$ cat src/rtl/core/spmu_pkg.sv
// Shared constants and types for the shuffled Park-Miller uniform generator.
`default_nettype none

package spmu_pkg;

   localparam int TABLE_SIZE = 32;
   localparam int IDX_W      = $clog2(TABLE_SIZE);
   localparam int WARMUP     = TABLE_SIZE + 8;
   localparam int CNT_W      = $clog2(WARMUP);

   localparam int SAMPLE_W   = 31;
   localparam int SEED_W     = 32;
   localparam int MULT_W     = 15;
   localparam int PROD_W     = SEED_W + MULT_W;

   localparam logic [MULT_W-1:0]   MULT_A        = MULT_W'(16807);
   localparam logic [SAMPLE_W-1:0] MODULUS       = 31'h7FFF_FFFF;
   localparam logic [SAMPLE_W-1:0] SAMPLE_CAP    = SAMPLE_W'(2147483389);
   localparam logic [SAMPLE_W-1:0] TABLE_DIVISOR =
      SAMPLE_W'(1 + (2147483646 / TABLE_SIZE));

   // operand handoff into the shared multiply-reduce unit
   typedef struct packed {
      logic              load;
      logic [SEED_W-1:0] operand;
   } mul_ctl_type;

endpackage

`default_nettype wire

$ cat src/rtl/core/shuffled_park_miller_uniform_core.sv
// Top level: sequencer, state registers and output stage of the uniform generator.
//
//  channel   dir   handshake                 payload
//  req_*     in    req_tvalid/req_tready     req_tdata[0] = request
//  rsp_*     out   rsp_tvalid/rsp_tready     rsp_tdata[30:0] = sample
//  csr_*     in    csr_wen                   csr_wdata = seed_value (signed)
//
// A sample multiplies in the accept cycle with the table read issued; reduce and
// table update follow once the output register is free. A request word with
// request clear is accepted without starting a sample. The first request after
// reset or a seed write first runs 40 warm-up steps. Reset is synchronous; no
// clearing pass is needed.
// A waiting result does not block acceptance; the update cycle holds until the
// output register is free.
`default_nettype none

module shuffled_park_miller_uniform_core
   import spmu_pkg::*;
(
   input  wire logic                     clock,
   input  wire logic                     reset,
   input  wire logic                     req_tvalid,
   output logic                          req_tready,
   input  wire logic [7:0]               req_tdata,   // [0] request
   output logic                          rsp_tvalid,
   input  wire logic                     rsp_tready,
   output logic      [31:0]              rsp_tdata,   // [30:0] sample
   input  wire logic                     csr_wen,
   input  wire logic signed [SEED_W-1:0] csr_wdata
);

   typedef enum logic [4:0] {
      ST_IDLE     = 5'b00001,
      ST_INIT_MUL = 5'b00010,
      ST_INIT_RED = 5'b00100,
      ST_MUL      = 5'b01000,
      ST_RED      = 5'b10000
   } state_type;

   state_type            state_ff, state_in;
   logic [SEED_W-1:0]    gen_ff, gen_in;
   logic [SAMPLE_W-1:0]  prev_ff, prev_in;
   logic [SEED_W-1:0]    seed_ff, seed_in;
   logic [CNT_W-1:0]     cnt_ff, cnt_in;
   logic                 rsp_valid_ff, rsp_valid_in;
   logic [SAMPLE_W-1:0]  rsp_data_ff, rsp_data_in;

   mul_ctl_type          mul_ctl;
   logic [SAMPLE_W-1:0]  mul_result;
   logic                 ram_wr_en;
   logic [IDX_W-1:0]     ram_wr_addr;
   logic [SAMPLE_W-1:0]  ram_wr_data;
   logic                 ram_rd_en;
   logic [SAMPLE_W-1:0]  ram_rd_data;

   logic [SAMPLE_W-1:0]  quot;
   logic [IDX_W-1:0]     pick_idx;
   logic [SEED_W-1:0]    seed_start;
   logic                 accept;
   logic                 out_free;

   spmu_mulmod u_mulmod (
      .clock  (clock),
      .ctl    (mul_ctl),
      .result (mul_result)
   );

   spmu_ram #(
      .WIDTH (SAMPLE_W),
      .DEPTH (TABLE_SIZE)
   ) u_table (
      .clock   (clock),
      .wr_en   (ram_wr_en),
      .wr_addr (ram_wr_addr),
      .wr_data (ram_wr_data),
      .rd_en   (ram_rd_en),
      .rd_addr (pick_idx),
      .rd_data (ram_rd_data)
   );

   // table index from the previous pick, clamped to the last entry
   always_comb begin
      quot = prev_ff / TABLE_DIVISOR;
      if (quot >= SAMPLE_W'(TABLE_SIZE)) begin
         pick_idx = IDX_W'(TABLE_SIZE - 1);
      end else begin
         pick_idx = quot[IDX_W-1:0];
      end
   end

   // negate a negative seed, otherwise start from one
   assign seed_start = seed_ff[SEED_W-1] ? (~seed_ff + SEED_W'(1)) : SEED_W'(1);

   assign req_tready = (state_ff == ST_IDLE);
   assign accept     = req_tvalid && req_tready;
   assign out_free   = !rsp_valid_ff || rsp_tready;

   always_comb begin
      state_in        = state_ff;
      gen_in          = gen_ff;
      prev_in         = prev_ff;
      seed_in         = seed_ff;
      cnt_in          = cnt_ff;
      rsp_valid_in    = rsp_valid_ff && !rsp_tready;
      rsp_data_in     = rsp_data_ff;
      mul_ctl.load    = 1'b0;
      mul_ctl.operand = gen_ff;
      ram_wr_en       = 1'b0;
      ram_wr_addr     = pick_idx;
      ram_wr_data     = mul_result;
      ram_rd_en       = 1'b0;

      unique case (state_ff)
         ST_IDLE: begin
            if (accept && req_tdata[0]) begin
               if (prev_ff == '0) begin
                  gen_in   = seed_start;
                  cnt_in   = CNT_W'(WARMUP - 1);
                  state_in = ST_INIT_MUL;
               end else begin
                  mul_ctl.load = 1'b1;
                  ram_rd_en    = 1'b1;
                  state_in     = ST_RED;
               end
            end
         end
         ST_INIT_MUL: begin
            mul_ctl.load = 1'b1;
            state_in     = ST_INIT_RED;
         end
         ST_INIT_RED: begin
            gen_in = {1'b0, mul_result};
            // last TABLE_SIZE warm-up values fill the table top down
            if (cnt_ff < CNT_W'(TABLE_SIZE)) begin
               ram_wr_en   = 1'b1;
               ram_wr_addr = cnt_ff[IDX_W-1:0];
            end
            if (cnt_ff == '0) begin
               prev_in  = mul_result;
               state_in = ST_MUL;
            end else begin
               cnt_in   = cnt_ff - CNT_W'(1);
               state_in = ST_INIT_MUL;
            end
         end
         ST_MUL: begin
            mul_ctl.load = 1'b1;
            ram_rd_en    = 1'b1;
            state_in     = ST_RED;
         end
         ST_RED: begin
            // hold until the output register can take the word
            if (out_free) begin
               gen_in       = {1'b0, mul_result};
               ram_wr_en    = 1'b1;
               prev_in      = ram_rd_data;
               rsp_valid_in = 1'b1;
               rsp_data_in  = (ram_rd_data > SAMPLE_CAP) ? SAMPLE_CAP : ram_rd_data;
               state_in     = ST_IDLE;
            end
         end
         default: begin
            state_in = ST_IDLE;
         end
      endcase

      if (csr_wen) begin
         seed_in = csr_wdata;
         prev_in = '0;
      end
   end

   always_ff @(posedge clock) begin
      if (reset) begin
         state_ff     <= ST_IDLE;
         gen_ff       <= '0;
         prev_ff      <= '0;
         seed_ff      <= '1;
         cnt_ff       <= '0;
         rsp_valid_ff <= 1'b0;
      end else begin
         state_ff     <= state_in;
         gen_ff       <= gen_in;
         prev_ff      <= prev_in;
         seed_ff      <= seed_in;
         cnt_ff       <= cnt_in;
         rsp_valid_ff <= rsp_valid_in;
      end
   end

   always_ff @(posedge clock) begin
      rsp_data_ff <= rsp_data_in;
   end

   assign rsp_tvalid = rsp_valid_ff;
   assign rsp_tdata  = {1'b0, rsp_data_ff};

   a_red_commits: assert property (@(posedge clock) disable iff (reset)
      (state_ff == ST_RED) && !rsp_valid_ff |=> rsp_tvalid && (state_ff == ST_IDLE))
      else $error("update cycle with a free output did not deliver a word");

   a_idle_word_keeps_state: assert property (@(posedge clock) disable iff (reset)
      accept && !req_tdata[0] && !csr_wen |=> $stable(prev_ff) && $stable(gen_ff)
         && (state_ff == ST_IDLE))
      else $error("word with request clear changed generator state");

   a_warmup_exit: assert property (@(posedge clock) disable iff (reset)
      (state_ff == ST_INIT_RED) && (cnt_ff == '0) |=> (state_ff == ST_MUL)
         && (prev_ff == gen_ff[SAMPLE_W-1:0]))
      else $error("warm-up did not hand its last value to the first pick");

   a_gen_in_range: assert property (@(posedge clock) disable iff (reset)
      (state_ff == ST_IDLE) |-> !gen_ff[SEED_W-1])
      else $error("generator state left 31-bit range while idle");

   a_sample_capped: assert property (@(posedge clock) disable iff (reset)
      rsp_valid_ff |-> (rsp_data_ff <= SAMPLE_CAP))
      else $error("sample above cap");

endmodule

`default_nettype wire

$ cat src/rtl/core/spmu_ram.sv
// Generic single-write, single-read RAM with registered read data.
`default_nettype none

module spmu_ram #(
   parameter int WIDTH = 8,
   parameter int DEPTH = 16
) (
   input  wire logic                     clock,
   input  wire logic                     wr_en,
   input  wire logic [$clog2(DEPTH)-1:0] wr_addr,
   input  wire logic [WIDTH-1:0]         wr_data,
   input  wire logic                     rd_en,
   input  wire logic [$clog2(DEPTH)-1:0] rd_addr,
   output logic      [WIDTH-1:0]         rd_data
);

   logic [WIDTH-1:0] mem_ff [DEPTH];
   logic [WIDTH-1:0] rd_data_ff;

   always_ff @(posedge clock) begin
      if (wr_en) begin
         mem_ff[wr_addr] <= wr_data;
      end
      if (rd_en) begin
         rd_data_ff <= mem_ff[rd_addr];
      end
   end

   assign rd_data = rd_data_ff;

endmodule

`default_nettype wire

$ cat src/rtl/core/spmu_mulmod.sv
// Shared multiply-by-16807 and reduce-mod-(2^31-1) unit, product registered.
`default_nettype none

module spmu_mulmod
   import spmu_pkg::*;
(
   input  wire logic                clock,
   input  wire mul_ctl_type         ctl,
   output logic      [SAMPLE_W-1:0] result
);

   logic [PROD_W-1:0]   prod_ff;
   logic [PROD_W-1:0]   prod_in;
   logic [SAMPLE_W:0]   fold;
   logic [SAMPLE_W:0]   fold_sub;

   assign prod_in = PROD_W'(ctl.operand) * PROD_W'(MULT_A);

   always_ff @(posedge clock) begin
      if (ctl.load) begin
         prod_ff <= prod_in;
      end
   end

   // 2^31 == 1 mod M: fold high bits onto low bits, one correction suffices
   always_comb begin
      fold     = {1'b0, prod_ff[SAMPLE_W-1:0]}
               + (SAMPLE_W+1)'(prod_ff[PROD_W-1:SAMPLE_W]);
      fold_sub = fold - {1'b0, MODULUS};
      if (fold >= {1'b0, MODULUS}) begin
         result = fold_sub[SAMPLE_W-1:0];
      end else begin
         result = fold[SAMPLE_W-1:0];
      end
   end

endmodule

`default_nettype wire

$ cat config.mk
export PLATFORM = sky130hd
export DESIGN_NAME = shuffled_park_miller_uniform_core
export DESIGN_NICKNAME = d
export VERILOG_FILES = /design/src/rtl/core/spmu_pkg.sv /design/src/rtl/core/shuffled_park_miller_uniform_core.sv /design/src/rtl/core/spmu_ram.sv /design/src/rtl/core/spmu_mulmod.sv
export SDC_FILE = /design/constraint.sdc
export NUM_CORES = 2
export LEC_CHECK = 0
export BUFFER_PORTS_ARGS = -buffer_cell sky130_fd_sc_hd__buf_2
export CAP_MARGIN = 20
export CORE_ASPECT_RATIO = 1.75
export CORE_UTILIZATION = 45
export DETAILED_ROUTE_END_ITERATION = 16
export SYNTH_ARGS = -nofsm -noshare
export SYNTH_HDL_FRONTEND = slang
export SYNTH_SLANG_ARGS = --single-unit
$ cat constraint.sdc
create_clock -name clock -period 7.3 [get_ports clock]
set_input_delay 0.73 -clock clock [delete_from_list [all_inputs] [get_ports clock]]
set_output_delay 0.73 -clock clock [all_outputs]
set_load 0.01 [all_outputs]
Word-level counts from Yosys, hierarchy flattened
Memories as Yosys holds them, arrays and structs flattened. A register that Yosys moved wholly into a read port is not among the register bits.
Cells that the tools add are included.

storage, ports and cells
  bits in registers = 185
  latch bits = 0
  bits in writable memories = 992
  memory bits (read-only) = 0
  bits of input ports = 45
  output and inout bits = 34
  logic and storage cells = 79
  memories = 1

memory list
  memory          depth  width  read ports  clocked after Yosys merged registers in  wr ports  RTL line        source
  u_table.mem_ff  32     31     1           1                                        1         spmu_ram.sv:17  logic [WIDTH-1:0] mem_ff [DEPTH];

operators by class
  add/subtract/negate cells = 4
  $mul = 1
  div/mod/pow operators = 0
  magnitude comparators = 4
  equal/unequal tests = 10
  shifts and indexed selects = 0
  muxes and demuxes = 32
  bitwise operators = 1
  reduce and logical (&&, ||, !) cells = 18

operators with widths
  kind                      count
  $mux W32                  4
  $pmux W32 S3              1
  $mux W31                  3
  $pmux W31 S2              1
  $mul A32 B15 Y47 const B  1
  $add A31 B16 Y32          1
  $add A32 B1 Y32 const B   1
  $ge A32 B31 Y1 const B    1
  $not A32 Y32              1
  $gt A31 B31 Y1 const B    1
  $logic_not A31 Y1         1
  $sub A31 B31 Y31 const B  1
  $mux W5                   6
  $pmux W5 S5               1
  $mux W6                   3
  $pmux W6 S2               1
  $mux W1                   8
  $reduce_and A4 Y1         2
  $ge A5 B6 Y1 const B      1
  $logic_not A6 Y1          1
  $lt A6 B6 Y1 const B      1
  $ne A2 B2 Y1 const B      3
  $pmux W1 S2               3
  $sub A6 B1 Y6 const B     1
  15 further kinds          22

Longest topological paths before layout
  depth in word-level cells = 6
  gate-level depth with buffers = 24
  depth with buffers taken out = 23

Cells and area by module
From an unflattened synthesis, not the netlist that was laid out.

second synthesis, totals
  cell total of the unflattened synthesis = 4,064
  area total of the unflattened synthesis = 57,214.9 µm²

modules (own cells, without submodules)
  module                             times used  cells an instance  area an instance (µm²)  sequential area each (µm²)
  spmu_ram                           1           2,192              39,474.1                30,719.5
  spmu_mulmod                        1           1,187              11,080.6                1,411.4
  shuffled_park_miller_uniform_core  1           685                6,660.1                 3,072.9

Least setup slack after synthesis
Ideal clock, no wire load.

  path kind = register to register
  start point = reg gen_ff[13]
  end point = reg u_mulmod.prod_ff[45] (data pin)
  library setup time = 0.258 ns
  data arrival time = 5.948 ns
  required time = 7.042 ns
  setup slack = 1.095 ns
  cell stages (with the launch flop) = 24
  buffers on the path = 0
  period minus slack after synthesis = 6.205 ns
  path through = dfxtp_1 -> inv_1 -> fa_1 -> inv_1 -> ha_1 -> fa_1 -> inv_1 -> fa_1 -> inv_1 -> fa_1 -> inv_1 -> fa_1 -> inv_1 -> ha_1 -> and3_1 -> a221oi_1 -> o21ai_0 -> o32ai_1 -> a221oi_1 -> o211ai_1 -> a2111oi_0 -> o21a_1 -> o21a_1 -> xnor2_1

between the ends
  longest elaborated chain between the ends = 1

RTL lines
  item                            RTL line                                  source
  start: declaration              shuffled_park_miller_uniform_core.sv:41   logic [SEED_W-1:0] gen_ff, gen_in;
  start signal: assignment        shuffled_park_miller_uniform_core.sv:183  gen_ff <= gen_in;
  $mul A32 B15 Y47                spmu_mulmod.sv:17                         assign prod_in = PROD_W'(ctl.operand) * PROD_W'(MULT_A);
  named net u_mulmod.prod_in[45]  spmu_mulmod.sv:13                         logic [PROD_W-1:0] prod_in;
  end signal: assignment          spmu_mulmod.sv:21                         prod_ff <= prod_in;
  end: declaration                spmu_mulmod.sv:12                         logic [PROD_W-1:0] prod_ff;

The timed path passes the listed nets, and every way through them passes these cells.
A chain may end at the register's enable or synchronous reset.

Worst setup path after layout
  start point = reg gen_ff[15]
  end point = reg u_mulmod.prod_ff[45] (data pin)

Same word-level chain as after synthesis.

==> impl_metrics.tcl <==
set metrics [dict create \
    run_status "complete, no violations" \
    pin_count 79 \
    synthMostInstantiatedCell "edfxtp_1" \
    postRouteWirelength_um 159000 \
    power.switching_fraction 0.363 \
    cts_made_buffers 104 \
    post_synth_inst_count 3970 \
    startpoint_to_endpoint_class_of_the_critical_path "register to register" \
    fin_nets 4491 \
    synth_top_family_by_area "multiplexers" \
    r2r_slack_ns 0.42 \
    htreeDepth 3 \
    synth-compound-area-share 0.0854 \
    netlist.area_leader.share 0.578 \
    routed_wire_length_per_instance_um 27.3 \
    final_layout_size_suffix_gt1_frac 0.155 \
    critPathSlowestCell "fa_1" \
    postSynthNetCount 4365 \
    ys_top_cells_by_count "edfxtp_1 (1101), inv_1 (342), a21oi_1 (228)" \
    finalSetupViolations 0 \
    gpl.final_weighted_congestion 0.926 \
    synthSimpleGateAreaFrac 0.0538 \
    final_worst_clock_skew_ns 0.0224 \
    share_seq_of_total_power 0.361 \
    share_clk_of_total_power 0.241 \
    area_delta_synth_final_pct 11.9 \
    max-cap-violations 0 \
    synth-async-reset-ratio 0 \
    yosys_register_bits 1208 \
    netlist_top_cells_area "edfxtp_1 (58%), mux4_2 (4.9%), fa_1 (4.9%), ha_1 (4.6%), mux2i_1 (3.8%)" \
    vias 34100 \
    fraction_of_the_yosys_area_taken_by_sequential_cells 0.615 \
    post_cts_buffers 0 \
    critPathMaxStageDelay_ns 0.53 \
    ir_worst_vdd_uv 572 \
    synth_top_area_cell "edfxtp_1" \
    die-area_um2 129000 \
    portBuffers 70 \
    synth-adder-area-share 0.0948 \
    cts_max_path_buffers 3 \
    timing.fmax_ghz 0.145 \
    detail_route.vias_per_cell 5.84 \
    maxSlewViolCount 0 \
    post_synth_num_cell_types 93 \
    wire_length_of_the_first_global_routing_pass_um 231000 \
    postLayoutCoreUtil 0.509 \
    tns_ns 0 \
    die_x_um 272 \
    synth_enable_flop_cells 1101 \
    setup.worst_path.start_class "register" \
    antenna_found_initial 6 \
    critPathMaxFanout 7 \
    worstSetupEndpointType "register" \
    arrival_ns 7.34 \
    start_util 0.455 \
    period_minus_slack_ns 6.88 \
    hold_violations 0 \
    detail_route.drc_violations 0 \
    post_synthesis_xor_xnor_area_fraction 0.0141 \
    globalRoute.totalOverflow 0 \
    yosysWarnings 0 \
    ant_nets 0 \
    first_pass_iters 5 \
    cp_data_required_time_ns 7.76 \
    cts.sinks 1208 \
    post_synth_instance_area_um2 57200 \
    grt_setup_unrepaired "false" \
    clock_tree.root_cell "clkbuf_16" \
    grt_pass1_vias 35300 \
    power_per_cell_area_nw_per_um2 375 \
    chipHeight_um 474 \
    drt_iter0_drc 2316 \
    switching_pwr_mw 8.72 \
    grt_max_degree 130 \
    tightest_slew_ns 1.22 \
    tritoncts_clock_tree "built" \
    clkTransAtPathRegs_ns 0.07 \
    detailed_place_hpwl_um 106000 \
    synth_area_per_cell_um2 14.4 \
    path_common_cell "inv_1" \
    synthMuxAreaShare 0.100 \
    portion_of_total_power_attributed_to_combinational_logic 0.397 \
    power_leakage_nw 22.1 \
    synth-main-ff-cell "edfxtp_1" \
    insertion_delay_ns 0.71 \
    total_global_routing_track_utilization 0.249 \
    worstHoldPathType "input port to register" \
    portion_of_the_clock_cycle_consumed_by_the_worst_path_in_the_final_layout 0.943 \
    slew_headroom 0.183 \
    std_cell_rows 172 \
    internal_power_mw 15.3 \
    core_region_area_um2 126000 \
]
placed cells by master (no fill, tap or decap), types with 36 or more instances in the layout:
master and instances:
o22ai_1 69, mux2_2 67, a31oi_1 37, mux4_2 124, nor3_1 51, buf_4 134, a21oi_1 228, clkbuf_16 110
o221ai_1 68, mux2i_1 219, nor2_1 119, fa_1 139, inv_1 341, xnor2_1 62, dfxtp_1 102, nand2_1 152
ha_1 211, buf_2 70, o31ai_1 36, nand3_1 69, o21ai_0 121, edfxtp_1 1101
critical path, delay by kind of cell (launching register included):
kind,cells,cell delay [ns]
simple gates,3,0.81
compound gates,6,1.42
fa+ha+maj,7,3.17
buf+inv,9,0.84
flops,1,0.33
xor+xnor,1,0.06
area by class of cell:
class                      count  area [µm²]
tap                         1653        2070
antenna                        4        10.0
fill                       10600       61800
clock inverter                60         722
inverter                     345        1290
timing repair buffer         217        1660
sequential                  1208       35200
clock buffer                 131        2800
multi-input combinational   2220       20300
cell families after synthesis:
group,count (synthesis)
adders and majority gates,350
xor gates and xnor gates,92
DFF,1208
other,1
AOI/OAI and AO/OA,750
buffers and inverters,542
and+or+nand+nor,616
muxes,411
registers in the layout (all words and copies together), names as in the netlist:
| signal | cells |
|---|---|
| cnt_ff | 6 |
| gen_ff | 32 |
| prev_ff | 31 |
| rsp_data_ff | 31 |
| rsp_tvalid | 1 |
| seed_ff | 32 |
| state_ff | 5 |
| u_mulmod.prod_ff | 47 |
| u_table.mem_ff | 992 |
| u_table.rd_data | 31 |
routing by layer:
layer	vias up	wire, µm	global-route usage
li1	15300	-	-
met1	17600	54500	0.252
met2	894	89400	0.483
met3	276	5990	0.0294
met4	0	9580	0.141
met5	-	0	0
final timing paths:
| kind | start | end | cells after the start |
|---|---|---|---|
| worst max-delay path | gen_ff[15] | u_mulmod.prod_ff[45] | 26 |
| worst min register to register | prev_ff[23] | prev_ff[23] | 2 |
| worst min-delay path | csr_wdata[10] | seed_ff[10] | 3 |
| worst max register to register | gen_ff[15] | u_mulmod.prod_ff[45] | 26 |
what timing repair did:
item / CTS / global route
setup endpoints to repair: 0 / 1
resized for setup: 0 / 1
hold buffers: 0 / 0
power groups by stage:
stage	combinational (mW)	sequential [mW]	clock (mW)
floorplan	6.05	8.76	0
global placement	9.30	8.84	0
detailed placement	9.34	8.84	0
CTS	9.48	8.69	5.90
global route	10.6	8.69	6.15
finish	9.54	8.68	5.80
stage by stage:
stage	area [µm²]	hold slack, ns	total power, mW	cells	setup WS [ns]
after floorplan	57200	0.437	14.8	3970	1.09
after global placement	60300	0.460	18.1	5632	0.442
after detailed placement	60300	0.468	18.2	5634	0.455
after CTS	63800	0.177	24.1	5825	0.373
after global routing	64000	0.216	25.4	5838	0.0533
final	64000	0.231	24.0	5838	0.416
(Power assumes the default switching activity.)
